**config.mk**
```make
export PLATFORM = sky130hd
export DESIGN_NAME = ctl_front
export DESIGN_NICKNAME = d
export VERILOG_FILES = /design/src/c_token_lexer_macros.svh /design/src/ctl_pkg.sv /design/src/ctl_front.sv
export SDC_FILE = /design/constraint.sdc
export NUM_CORES = 1
export LEC_CHECK = 0
export BUFFER_PORTS_ARGS = -buffer_cell sky130_fd_sc_hd__buf_2
export CORE_MARGIN = 1.5
export CORE_UTILIZATION = 52
export CTS_CLUSTER_DIAMETER = 30
export CTS_CLUSTER_SIZE = 12
export DETAILED_ROUTE_END_ITERATION = 7
export PLACE_DENSITY = 0.77
export SYNTH_ARGS = -nofsm -noshare
export SYNTH_HDL_FRONTEND = slang
export SYNTH_SLANG_ARGS = --single-unit
export TNS_END_PERCENT = 100
```
**constraint.sdc**
```tcl
create_clock -name clock -period 4.6 [get_ports clock]
set_clock_uncertainty 0.2 [all_clocks]
set_input_delay 0.46 -clock clock [delete_from_list [all_inputs] [get_ports clock]]
set_output_delay 0.46 -clock clock [all_outputs]
set_load 0.01 [all_outputs]
```
**src/c_token_lexer_macros.svh**
```systemverilog
// assertion macros for the c token lexer
`ifndef C_TOKEN_LEXER_MACROS_SVH
`define C_TOKEN_LEXER_MACROS_SVH

// same-cycle implication
`define CTL_ASSERT_IMP(label, ante, cons, msg) \
   label: assert property (@(posedge clock) disable iff (reset) (ante) |-> (cons)) \
      else $error(msg);

// next-cycle implication
`define CTL_ASSERT_NEXT(label, ante, cons, msg) \
   label: assert property (@(posedge clock) disable iff (reset) (ante) |=> (cons)) \
      else $error(msg);

`endif

```
**src/ctl_pkg.sv**
```systemverilog
// shared types, constants and literal table for the c token lexer
package ctl_pkg;

   localparam int LA_DEPTH = 16;
   localparam int LA_CW    = $clog2(LA_DEPTH + 1);
   localparam int LA_IW    = $clog2(LA_DEPTH);
   localparam int NUM_LITS = 74;
   localparam int LIT_MAX  = 14;
   localparam int LIT_LW   = $clog2(LIT_MAX + 1);

   localparam logic [6:0]  KIND_NUMBER = 7'd74;
   localparam logic [6:0]  KIND_IDENT  = 7'd75;
   localparam logic [15:0] LEN_MAX     = 16'hFFFF;

   typedef struct packed {
      logic [7:0] char_code;
      logic       end_of_text;
   } req_type;

   typedef struct packed {
      logic [6:0]  token_kind;
      logic [31:0] token_line;
      logic [31:0] token_column;
      logic [15:0] token_length;
      logic        last_of_run;
   } rsp_type;

   typedef enum logic [2:0] {
      CLS_OTHER,
      CLS_NL,
      CLS_BLANK,
      CLS_DIGIT,
      CLS_ALPHA
   } cls_type;

   typedef enum logic [1:0] {
      RUN_NONE,
      RUN_NUM,
      RUN_IDENT
   } run_type;

   typedef struct packed {
      logic [7:0] ch;
      cls_type    cls;
      logic       fin;
   } beat_type;

   typedef struct packed {
      logic [7:0] ch;
      cls_type    cls;
   } la_type;

   localparam logic [8*LIT_MAX-1:0] LIT_TEXT [NUM_LITS] = '{
      "auto", "break", "case", "char", "const", "continue", "default", "do",
      "else", "enum", "extern", "for", "goto", "if", "inline", "int", "long",
      "register", "restrict", "return", "short", "signed", "sizeof", "static",
      "struct", "switch", "typedef", "union", "unsigned", "void", "volatile",
      "while", "_Alignas", "_Alignof", "_Atomic", "_Bool", "_Complex",
      "_Generic", "_Imaginary", "_Noreturn", {"_Static", "_assert"},
      {"_Thread", "_local"},
      "<<", ">>", ">=", "<=", "==", "=", "+=", "-=", "&=", "|=", "^=", "~=",
      "*=", "/=", "%=", "*", "&", "|", "^", "~", "/", "%", "++", "+", "--",
      "-", "{", "}", "[", "]", "(", ")"
   };

   function automatic int lit_count(int i);
      int n;
      n = 0;
      for (int k = 0; k < LIT_MAX; k++) begin
         if (LIT_TEXT[i][8*k +: 8] != 8'd0) n = n + 1;
      end
      return n;
   endfunction

   function automatic logic [LIT_LW-1:0] lit_len(int i);
      return LIT_LW'(lit_count(i));
   endfunction

   // strings are right-justified, so the first character sits highest
   function automatic logic [7:0] lit_byte(int i, int j);
      int n;
      logic [7:0] b;
      n = lit_count(i);
      b = 8'd0;
      if (j < n) b = LIT_TEXT[i][8*(n-1-j) +: 8];
      return b;
   endfunction

   function automatic logic [31:0] sat_add(logic [31:0] a, logic [15:0] b);
      logic [32:0] s;
      s = {1'b0, a} + {17'd0, b};
      return s[32] ? 32'hFFFF_FFFF : s[31:0];
   endfunction

endpackage

```
**src/ctl_front.sv**
```systemverilog
// input side: byte classification and a two-entry beat queue
module ctl_front (
   input  logic              clock,
   input  logic              reset,
   input  logic              req_valid,
   output logic              req_ready,
   input  ctl_pkg::req_type  req_data,
   output logic              q_vld,
   output ctl_pkg::beat_type q_data,
   input  logic              q_pop
);
   import ctl_pkg::*;

   beat_type   mem_ff [2];
   logic       wp_ff, wp_in;
   logic       rp_ff, rp_in;
   logic [1:0] num_ff, num_in;
   logic       push;
   beat_type   beat;

   function automatic cls_type classify(logic [7:0] c);
      cls_type r;
      r = CLS_OTHER;
      if (c == 8'h0A) r = CLS_NL;
      else if (c == 8'h20 || c == 8'h09) r = CLS_BLANK;
      else if (c >= 8'h30 && c <= 8'h39) r = CLS_DIGIT;
      else if (c >= 8'h61 && c <= 8'h7A) r = CLS_ALPHA;
      return r;
   endfunction

   assign req_ready = (num_ff != 2'd2);
   assign push      = req_valid && req_ready;
   assign q_vld     = (num_ff != 2'd0);
   assign q_data    = mem_ff[rp_ff];

   always_comb begin
      beat.ch  = req_data.char_code;
      beat.cls = classify(req_data.char_code);
      beat.fin = req_data.end_of_text;
      wp_in    = push ? ~wp_ff : wp_ff;
      rp_in    = q_pop ? ~rp_ff : rp_ff;
      num_in   = num_ff + {1'b0, push} - {1'b0, q_pop};
   end

   always_ff @(posedge clock) begin
      if (push) mem_ff[wp_ff] <= beat;
      if (reset) begin
         wp_ff  <= 1'b0;
         rp_ff  <= 1'b0;
         num_ff <= 2'd0;
      end else begin
         wp_ff  <= wp_in;
         rp_ff  <= rp_in;
         num_ff <= num_in;
      end
   end

endmodule

```
* After elaboration in Yosys (flattened, before gate mapping)
Memory sizes are Yosys's and may differ from the RTL's. A register that Yosys moved wholly into a read port is not among the register bits.
Index checks and enable logic that the tools add are counted.
** Word-level totals
- Word-level logic and storage cells :: 29
- Memories :: 1
- Register bits after elaboration :: 4
- RAM bits :: 24
** Memories
- mem_ff :: words 2, width 12, read ports 1, clocked after memory_dff 1, write ports 1, RTL line ctl_front.sv:14 : beat_type mem_ff [2];
** Operators by class
- Bitwise operators :: 2
- Eq/ne operators :: 4
- Mux-type cells :: 8
- Reductions and logical operators :: 5
- Add/subtract/negate cells :: 2
- Magnitude comparators :: 4
** Operator list (count)
- 8-bit by 4-bit == test with 1-bit output, second input constant :: 2
- 3-bit two-way mux :: 4
- 8-bit by 6-bit == test with 1-bit output, second input constant :: 1
- 8-bit by 6-bit greater-or-equal comparator with 1-bit output, second input constant :: 1
- 8-bit by 7-bit greater-or-equal comparator with 1-bit output, second input constant :: 1
- 8-bit by 6-bit less-or-equal comparator with 1-bit output, second input constant :: 1
- 8-bit by 7-bit less-or-equal comparator with 1-bit output, second input constant :: 1
- 1-bit two-way mux :: 4
- 1-bit logical AND :: 3
- 2-bit by 1-bit adder with 2-bit output :: 1
- 2-bit != test, second input constant :: 1
- 1-bit NOT :: 2
- 2-bit nonzero test :: 1
- 2-bit by 1-bit subtractor with 2-bit output :: 1
- 1-bit logical OR :: 1

* Logic depth before layout (Yosys ltp)
Gate-level depths: netlist (run 1).
- Depth after elaboration :: 6
- Mapped depth :: 8
- Depth with buffers taken out :: 8

* Worst setup path after synthesis (run 1)
OpenSTA, ideal clock, no wires.
- Path kind :: register to register
- Start point :: reg num_ff[0]
- End point :: reg num_ff[1]
- Setup slack :: 2.865 ns
- Library setup time :: 0.078 ns
- Period minus slack after synthesis :: 1.735 ns
- Data required time :: 4.322 ns
- Arrival time :: 1.457 ns
- Path buffers :: 0
- Stages on the path, launching flop included :: 9
- Cell sequence :: dfxtp_1 -> nand2b_1 -> nand2_1 -> ha_1 -> inv_1 -> ha_1 -> xor2_1 -> and2_1 -> nor3_1
** On the way
- Cells in the longest elaborated chain, start to end :: 4
** RTL lines
- start, declared :: RTL line ctl_front.sv:17 : logic [1:0] num_ff, num_in;
- start signal, assigned :: RTL line ctl_front.sv:54 : num_ff <= num_in;
- 2-bit != test :: RTL line ctl_front.sv:31 : assign req_ready = (num_ff != 2'd2);
- via req_ready :: RTL line ctl_front.sv:6 : output logic req_ready,
- 1-bit logical AND :: RTL line ctl_front.sv:32 : assign push = req_valid && req_ready;
- 2-bit by 1-bit adder with 2-bit output :: RTL line ctl_front.sv:42 : num_in = num_ff + {1'b0, push} - {1'b0, q_pop};
- 2-bit by 1-bit subtractor with 2-bit output :: RTL line ctl_front.sv:42
The timed path passes the listed nets, and every way through them passes these cells.
A chain may end at the register's enable or synchronous reset.

==> flow_metrics.py, run 1 <==
metrics = {
    "run_status": {
        "status": "completed",
    },
    "run": {
        "maxCapViolCount": 0,
    },
    "timing": {
        "worstMarginPinSlew_ns": 0.5707,
        "timing.final.crit_share": 0.4717,
        "fmax_mhz": 460.9,
        "fin_tns_setup_ns": 0,
        "final_max_slew_viol_count": 0,
        "whs_ns": 0.1372,
        "period_needed_ns": 2.170,
        "rsz0062_at_grt": "no",
        "final_hold_viol_count": 0,
        "report.final.setup_viol": 0,
        "maxSlewHeadroom": 0.6195,
    },
    "yosys": {
        "synth_area_sq_mm": 0.001186,
        "synth_top_area_share": 0.6076,
        "synthTopCellsByArea": "edfxtp_1 61%, mux2_2 11%, dfxtp_1 8.4%, ha_1 2.1%, nor2_1 1.6%",
        "async_flop_share": 0,
        "synth_enable_flop_cells": 24,
        "ys_types": 27,
        "synth_area_per_cell_sq_um": 15.40,
        "synth_largest_area_cell": "edfxtp_1",
        "syn_inst": 77,
        "synthesis.nets": 92,
        "ys_warn_count": 0,
        "synth_top_flop_cell": "edfxtp_1",
        "synth-seq-cells": 29,
        "ys_seq_area_frac": 0.6920,
    },
    "setup_path": {
        "cp_max_fo": 12,
        "cp.arrival_ns": 1.51,
        "crit_path_cell_trace": "mux2_2 -> buf_2",
        "max_stage_delay_ns": 0.66,
        "cp_slowest_cell": "dfxtp_1",
        "critPathKind": "reg -> out",
        "crit_family": "flip-flops",
        "start_kind": "flop",
        "endpoint_kind": "output pin",
        "path_buf_inv": 1,
        "critPathRequiredTime_ns": 3.94,
    },
    "layout": {
        "layout.cells.non_filler": 138,
        "n_antenna_cell": 0,
        "area_growth_pct": 19.41,
        "drive_gt1_frac": 0.4545,
        "multi_input_area_sq_um": 352.8,
        "final_design_area_no_fill_sq_mm": 0.001416,
        "nets": 124,
        "final.fill_count": 183,
        "seq_area_sq_um": 820.8,
    },
    "cts": {
        "cts_buffers": 5,
        "cts_resized": 0,
        "cts_buffer_depth": 2,
        "clk_pin_slew_ns": 0.09,
        "cts_tree": "done",
        "clk_latency_ns": 0.31,
        "cts_setup_buffers": 0,
        "cts_root_buf": "clkbuf_4",
        "cts_hold_buffers": 0,
        "cts_sinks": 29,
        "cts_max_level": 2,
    },
    "global_route": {
        "antenna_found_initial": 0,
        "grt_max_degree": 13,
        "grt_use_total": 0.1672,
        "overflow": 0,
        "grt_pass1_wl_mm": 2.980,
        "grt_pass1_vias": 703,
    },
    "floorplan": {
        "placementRows": 17,
        "die-area_sq_mm": 0.002577,
        "die_w_microns": 50.76,
        "io_pins": 27,
        "start_util": 0.5414,
        "die_h_microns": 50.76,
        "core_sq_mm": 0.002191,
    },
    "placed_design": {
        "hpwl_mm": 1.248,
        "routabilityCongestion": 0.7386,
        "dp.cells": 130,
        "post_dp_cell_area_sq_mm": 0.001346,
        "io_buffers": 26,
    },
    "pwr": {
        "p_leak_nw": 0.5482,
        "max-vdd-ir-drop_uv": 266.7,
        "power.density_mw_per_mm2": 420.3,
        "power_w": 0.0005953,
    },
    "detailed_routing": {
        "vias": 717,
        "wl_per_cell_microns": 12.93,
        "routed_wl_mm": 1.784,
        "dr.pass1.iters": 4,
        "drc": 0,
        "antenna_left": 0,
        "drtIter0Drc": 10,
        "vias_per_cell": 5.196,
    },
    "hold_path": {
        "hp-class": "in -> reg",
    },
}
kinds of logic after synthesis:
kind of cell	count (synthesis)	synth area share
flip-flops	29	0.6920
multiplexers	12	0.1139
AO/OA/AOI/OAI	8	0.05274
XOR/XNOR	2	0.01477
AND/OR/NAND/NOR	21	0.09496
adder cells (fa/ha/maj)	2	0.02109
buffers and inverters	3	0.01055
through the flow:
stage	util	setup slack [ns]
after floorplan	-	2.865
after global placement	0.6145	2.758
after detailed placement	0.6145	2.744
after CTS	0.6465	2.369
after global routing	0.6465	2.336
final	0.6465	2.430
synthesized netlist by cell type, types with 2 or more instances:
| cell type | count |
|---|---|
| nand3_1 | 2 |
| mux2_2 | 12 |
| edfxtp_1 | 24 |
| nor2_1 | 5 |
| nand2_1 | 3 |
| dfxtp_1 | 5 |
| nor3_1 | 3 |
| a21oi_1 | 2 |
| inv_1 | 2 |
| ha_1 | 2 |
state kept, by name, indices dropped and copies added, names as in the netlist, named ones only:
register and count:
rp_ff 1, wp_ff 1, mem_ff 24, num_ff 2
worst register-to-register path, delay by kind of cell (launching register included):
kind	cells	cell delay, ns
xor gates and xnor gates	1	0.15
DFF	1	0.34
adders and majority gates	2	0.45
and+or+nand+nor	4	0.53
buffers and inverters	1	0.04
cell usage in the layout, fill, tap and decap left out, types with 2 or more instances in the layout:
master / Yosys / final
buf_2: 1 / 26
edfxtp_1: 24 / 24
mux2_2: 12 / 12
nor2_1: 5 / 5
dfxtp_1: 5 / 5
clkbuf_4: 0 / 5
nand2_1: 3 / 3
nor3_1: 3 / 3
nand3_1: 2 / 2
inv_1: 2 / 2
a21oi_1: 2 / 2
ha_1: 2 / 2
clkbuf_8: 0 / 2
layer usage:
layer  routed length [microns]  vias up  part of all wire  GRT usage
met2                       914       20              0.51     0.2675
met5                         0        -                 0          0
li1                          -      355                 -          -
met1                       730      337              0.41     0.1886
met4                        34        0             0.019     0.1081
met3                       105        5             0.059    0.05952
layout make-up:
cell class,instances,share of cell area
sequential,29,0.5795
multi-input combinational,45,0.2491
timing repair buffer,26,0.09187
clock buffer,7,0.04594
tap,28,0.02473
inverter,2,0.005300
clock inverter,1,0.003534
path summary, 6_finish.rpt:
path	from	end	slack, ns	depth (start not counted)
max	flop	q_data[9]	2.43	2
min	req_data[0]	mem_ff[1][0]$_DFFE_PP_	0.14	1
max reg2reg	num_ff[0]$_SDFF_PP0_	num_ff[1]$_SDFF_PP0_	2.82	8
min reg2reg	rp_ff$_SDFFE_PP0P_	rp_ff$_SDFFE_PP0P_	0.33	2
power breakdown:
part | total, W | internal [W] | switching (W)
registers | 0.000327 | 0.000315 | 0.0000116
logic | 0.0000996 | 0.0000475 | 0.0000521
clock network | 0.000169 | 0.0000885 | 0.0000803
Note: power is estimated with default switching activity, not from simulation.
==> inputs of run 2 (changes only) <==
--- a/config.mk
+++ b/config.mk
@@ -7,11 +7,11 @@
 export LEC_CHECK = 0
 export BUFFER_PORTS_ARGS = -buffer_cell sky130_fd_sc_hd__buf_2
 export CORE_MARGIN = 1.5
-export CORE_UTILIZATION = 52
+export CORE_UTILIZATION = 46
 export CTS_CLUSTER_DIAMETER = 30
 export CTS_CLUSTER_SIZE = 12
 export DETAILED_ROUTE_END_ITERATION = 7
-export PLACE_DENSITY = 0.77
+export PLACE_DENSITY = 0.72
 export SYNTH_ARGS = -nofsm -noshare
 export SYNTH_HDL_FRONTEND = slang
 export SYNTH_SLANG_ARGS = --single-unit
==> constraint.sdc (replaced) <==
create_clock -name clock -period 1.8 [get_ports clock]
set_clock_uncertainty 0.2 [all_clocks]
set_input_delay 0.18 -clock clock [delete_from_list [all_inputs] [get_ports clock]]
set_output_delay 0.18 -clock clock [all_outputs]
set_load 0.01 [all_outputs]
==> flow_metrics.py, run 2 (synthesis results as in run 1) <==
metrics = {
    "global_route": {
        "grt_max_degree": 13,
        "grt_pass1_wl_mm": 3.353,
        "antenna_found_initial": 0,
        "grt_use_total": 0.1763,
        "overflow": 0,
        "grt_pass1_vias": 806,
    },
    "layout": {
        "reg_top3": "mem_ff x24, num_ff x2",
        "largest_reg_flops": 24,
        "nets": 140,
        "drive_gt1_frac": 0.4365,
        "layout_commonest_cell": "buf_2",
        "final_cell_mix": "26 x buf_2, 24 x edfxtp_1, 12 x mux2_2, 12 x dlygate4sd3_1",
        "n_antenna_cell": 0,
        "area_growth_pct": 32.38,
        "layout.cells.non_filler": 156,
        "max_flop_register": "mem_ff",
    },
    "detailed_routing": {
        "drc": 0,
        "wl_per_cell_microns": 14.21,
        "routed_wl_mm": 2.216,
        "vias_per_cell": 5.096,
        "vias": 795,
        "dr.pass1.iters": 4,
        "antenna_left": 0,
        "drtIter0Drc": 6,
    },
    "cts": {
        "clk_pin_slew_ns": 0.09,
        "cts_root_buf": "clkbuf_4",
        "cts_sinks": 29,
        "clk_latency_ns": 0.32,
        "cts_buffer_depth": 2,
        "cts_buffers": 5,
        "cts_tree": "done",
        "cts_max_level": 2,
    },
    "timing": {
        "report.final.setup_viol": 0,
        "timing.final.crit_share": 0.9562,
        "final_max_slew_viol_count": 0,
        "fmax_mhz": 581.0,
        "worstMarginPinSlew_ns": 0.3028,
        "rsz0062_at_grt": "no",
        "period_needed_ns": 1.721,
        "maxSlewHeadroom": 0.7969,
        "final_hold_viol_count": 0,
        "fin_tns_setup_ns": 0,
    },
    "floorplan": {
        "start_util": 0.4832,
        "die_h_microns": 53.78,
        "io_pins": 27,
        "die-area_sq_mm": 0.002892,
        "placementRows": 18,
        "die_w_microns": 53.78,
        "core_sq_mm": 0.002455,
    },
    "setup_path": {
        "start_kind": "primary input",
        "cp_max_fo": 4,
        "critPathKind": "in -> reg",
        "crit_path_cell_trace": "dlygate4sd3_1 -> buf_2 -> nand2_1 -> ha_1 -> inv_1 -> ha_1 -> xor2_1 -> and2_1 -> nor3_1",
        "cp_slowest_cell": "dlygate4sd3_1",
        "cp.arrival_ns": 1.78,
        "crit_family": "buffers and inverters",
        "critPathRequiredTime_ns": 1.86,
        "worst_path_most_repeated_cell": "ha_1",
        "endpoint_kind": "flop",
        "max_stage_delay_ns": 0.52,
        "path_buf_inv": 3,
    },
    "placed_design": {
        "routabilityCongestion": 0.6617,
        "dp.cells": 136,
        "hpwl_mm": 1.492,
        "io_buffers": 26,
    },
    "run_status": {
        "status": "completed",
    },
    "hold_path": {
        "hp-class": "reg -> reg",
    },
    "pwr": {
        "power.density_mw_per_mm2": 1007,
        "p_leak_nw": 0.6185,
        "max-vdd-ir-drop_uv": 768.1,
    },
    "run": {
        "maxCapViolCount": 0,
    },
}
-- run 2: cell types whose count changed in the layout (fill, tap and decap cells not counted) --
cell           change
dlygate4sd3_1     +12
dfxtp_2            +1
dfxtp_1            -1
buf_4              +4
-- run 2: path summary, 6_finish.rpt --
check / slack (ns) / depth (start not counted) / from / endpoint
min reg2reg: 0.32 / 2 / rp_ff$_SDFFE_PP0P_ / rp_ff$_SDFFE_PP0P_
min: 0.32 / 2 / rp_ff$_SDFFE_PP0P_ / rp_ff$_SDFFE_PP0P_
max reg2reg: 0.10 / 8 / num_ff[0]$_SDFF_PP0_ / num_ff[1]$_SDFF_PP0_
max: 0.08 / 9 / req_valid / num_ff[1]$_SDFF_PP0_
-- run 2: through the flow --
stage | power (W) | setup slack, ns | hold WS [ns] | instance area (sq um) | utilization
4_1_cts | 0.001598 | 0.05351 | 0.3283 | 1569 | 0.6391
5_1_grt | 0.001661 | 0.006865 | 0.3542 | 1570 | 0.6397
2_1_floorplan | 0.001007 | 0.06506 | 0.04907 | 1186 | -
3_3_place_gp | 0.001119 | 0.1809 | 0.1730 | 1379 | 0.5617
6_report | 0.001582 | 0.07875 | 0.3233 | 1570 | 0.6397
3_5_place_dp | 0.001136 | 0.07625 | 0.1925 | 1379 | 0.5617
-- run 2: power breakdown --
group | switching, W | internal [W]
clock | 0.000218 | 0.000226
sequential | 0.0000228 | 0.000806
combinational | 0.000154 | 0.000155
-- run 2: area by class of cell --
| class | instances | area (sq um) |
|---|---|---|
| clock buffer | 7 | 65.06 |
| clock inverter | 1 | 5.005 |
| fill | 202 | 884.6 |
| inverter | 2 | 7.507 |
| multi-input combinational | 45 | 352.8 |
| sequential | 29 | 822.0 |
| tap | 30 | 37.54 |
| timing repair buffer | 42 | 280.3 |
-- run 2: tightest hold or removal path, delay by kind of cell (launching register included) --
kind,cells,cell delay [ns]
DFF,1,0.33
xor gates and xnor gates,1,0.09
and+or+nand+nor,1,0.07
-- run 2: layer usage --
| layer | global-route usage | wire length, microns | up-vias | part of all wire |
|---|---|---|---|---|
| li1 | - | - | 386 | - |
| met1 | 0.1652 | 821 | 378 | 0.37 |
| met2 | 0.3008 | 1246 | 26 | 0.56 |
| met3 | 0.07778 | 101 | 5 | 0.046 |
| met4 | 0.1282 | 47 | 0 | 0.021 |
| met5 | 0 | 0 | - | 0 |
-- run 2: what timing repair did --
item                                    in CTS  in global routing
hold buffers                                12                  0
setup buffers                                0                  0
endpoints found under the hold margin       25                  0
endpoints found under the setup margin       0                  1
resized for setup                            0                  1
==> inputs of run 3 (changes only) <==
--- a/config.mk
+++ b/config.mk
@@ -6,12 +6,14 @@
 export NUM_CORES = 1
 export LEC_CHECK = 0
 export BUFFER_PORTS_ARGS = -buffer_cell sky130_fd_sc_hd__buf_2
+export CORE_ASPECT_RATIO = 0.7
 export CORE_MARGIN = 1.5
 export CORE_UTILIZATION = 46
 export CTS_CLUSTER_DIAMETER = 30
 export CTS_CLUSTER_SIZE = 12
 export DETAILED_ROUTE_END_ITERATION = 7
 export PLACE_DENSITY = 0.72
+export RECOVER_POWER = 50
 export SYNTH_ARGS = -nofsm -noshare
 export SYNTH_HDL_FRONTEND = slang
 export SYNTH_SLANG_ARGS = --single-unit
==> flow_metrics.py, run 3 (synthesis results as in run 1) <==
metrics = {
    "run_status": {
        "status": "completed",
    },
    "run": {
        "maxCapViolCount": 0,
    },
    "placed_design": {
        "routabilityCongestion": 0.7643,
        "io_buffers": 26,
        "dp.cells": 141,
        "hpwl_mm": 1.449,
        "pre_cts_ws_ns": 0.05410,
    },
    "cts": {
        "cts_max_level": 2,
        "clk_pin_slew_ns": 0.06,
        "cts_sinks": 29,
        "cts_tree": "done",
        "cts_root_buf": "clkbuf_8",
        "clk_latency_ns": 0.28,
        "cts_buffer_depth": 2,
        "cts_buffers": 5,
    },
    "layout": {
        "largest_reg_flops": 24,
        "n_antenna_cell": 0,
        "layout_commonest_cell": "edfxtp_1",
        "multi_input_area_sq_um": 360.3,
        "final.fill_count": 201,
        "area_growth_pct": 33.44,
        "seq_area_sq_um": 822.0,
        "reg_top3": "mem_ff x24, num_ff x2",
        "max_flop_register": "mem_ff",
        "nets": 140,
        "layout.cells.non_filler": 160,
        "final_cell_mix": "24 x edfxtp_1, 20 x buf_2, 12 x mux2_2, 10 x dlygate4sd3_1, 7 x clkbuf_1",
        "drive_gt1_frac": 0.4048,
    },
    "floorplan": {
        "die_w_microns": 63.70,
        "die-area_sq_mm": 0.002897,
        "core_sq_mm": 0.002459,
        "start_util": 0.4824,
        "placementRows": 15,
        "die_h_microns": 45.49,
        "io_pins": 27,
    },
    "detailed_routing": {
        "dr.pass1.iters": 4,
        "drc": 0,
        "vias_per_cell": 4.975,
        "antenna_left": 0,
        "wl_per_cell_microns": 14.68,
        "vias": 796,
        "routed_wl_mm": 2.348,
        "drtIter0Drc": 23,
    },
    "setup_path": {
        "crit_path_start": "num_ff[0]$_SDFF_PP0_",
        "start_kind": "flop",
        "cp_slowest_cell": "dfxtp_2",
        "max_stage_delay_ns": 0.34,
        "cp_max_fo": 2,
        "worst_path_most_repeated_cell": "ha_1",
        "critPathKind": "reg -> reg",
        "endpoint_kind": "flop",
        "cp.arrival_ns": 1.74,
        "critPathRequiredTime_ns": 1.81,
        "worstReg2RegStart": "num_ff[0]$_SDFF_PP0_",
        "crit_path_cell_trace": "nand2b_4 -> nand2_1 -> ha_1 -> inv_1 -> ha_1 -> xor2_1 -> and2_1 -> nor3_1",
    },
    "pwr": {
        "power.density_mw_per_mm2": 1052,
        "combinationalPowerShare": 0.198,
        "net-switching-power_w": 0.0004242,
        "p_leak_nw": 0.6112,
        "internal_power_w": 0.001241,
        "power.share.clock": 0.301,
        "seqPwrFrac": 0.501,
        "max-vdd-ir-drop_uv": 625.4,
        "switching_share": 0.2547,
    },
    "timing": {
        "period_needed_ns": 1.737,
        "fmax_mhz": 575.8,
        "setup_slack_ns": 0.06338,
        "timing.final.crit_share": 0.9648,
        "maxSlewHeadroom": 0.7983,
        "fin_tns_setup_ns": 0,
        "report.final.setup_viol": 0,
        "worstMarginPinSlew_ns": 0.3008,
        "final_hold_viol_count": 0,
        "final_max_slew_viol_count": 0,
        "whs_ns": 0.005249,
    },
    "global_route": {
        "grt_max_degree": 13,
        "gr-usage-met3": 0.08416,
        "antenna_found_initial": 0,
        "grtUsageMet2": 0.3011,
        "overflow": 0,
        "grt_use_met1": 0.2150,
        "grt_pass1_vias": 792,
        "grt_busiest_layer": "met2",
        "grt_use_total": 0.1872,
        "grt_pass1_wl_mm": 3.650,
    },
    "hold_path": {
        "min_from": "q_pop",
        "hp-class": "in -> reg",
    },
}
-- run 3: cell types whose count changed in the layout (fill, tap and decap cells not counted) --
cell and change:
clkbuf_1 +7, buf_2 -6, clkbuf_4 -5, clkbuf_8 +3, buf_4 +2, dlygate4sd3_1 -2
clkinv_2 +1, nand2b_1 -1, nand2b_4 +1
-- run 3: final cells by class --
type,instances,area share
sequential,29,0.5194
clock buffer,6,0.04585
tap,34,0.02688
multi-input combinational,45,0.2277
clock inverter,2,0.006324
timing repair buffer,42,0.1692
inverter,2,0.004743
-- run 3: metrics by stage --
| step | util | instance area (sq um) | total power, W |
|---|---|---|---|
| after CTS | 0.6402 | 1574 | 0.001666 |
| after global placement | 0.5659 | 1391 | 0.001125 |
| final | 0.6438 | 1583 | 0.001665 |
| after floorplan | - | 1186 | 0.001007 |
| after global routing | 0.6438 | 1583 | 0.001746 |
| after detailed placement | 0.5659 | 1391 | 0.001141 |
-- run 3: worst max-delay path: cells and delay by family (launching register included) --
family | cells | cell delay, ns
and+or+nand+nor | 4 | 0.46
DFF | 1 | 0.34
xor gates and xnor gates | 1 | 0.18
buffers and inverters | 1 | 0.04
adders and majority gates | 2 | 0.46
-- run 3: layer usage --
metal | vias up | wire, microns
li1 | 385 | -
met1 | 382 | 988
met2 | 23 | 1164
met3 | 6 | 125
met4 | 0 | 70
met5 | - | 0
-- run 3: repair_timing --
| action | in CTS | in global routing |
|---|---|---|
| buffers inserted | 0 | 1 |
| endpoints found under the setup margin | 0 | 1 |
| hold buffers | 10 | 0 |
| endpoints found under the hold margin | 23 | 0 |
| gates resized for setup | 0 | 2 |
-- run 3: worst paths after layout --
path	cells after the start	to	slack, ns
worst max register to register	8	num_ff[1]$_SDFF_PP0_	0.06
worst min register to register	2	rp_ff$_SDFFE_PP0P_	0.33
worst min-delay path	3	rp_ff$_SDFFE_PP0P_	0.005
worst max-delay path	8	num_ff[1]$_SDFF_PP0_	0.06
-- run 3: power groups by stage --
stage               clock, W  combinational, W  sequential [W]
floorplan                  0          0.000171        0.000836
global placement           0          0.000287        0.000838
detailed placement         0          0.000298        0.000843
CTS                 0.000521          0.000316        0.000829
global route        0.000543          0.000364        0.000840
finish              0.000501          0.000330        0.000834
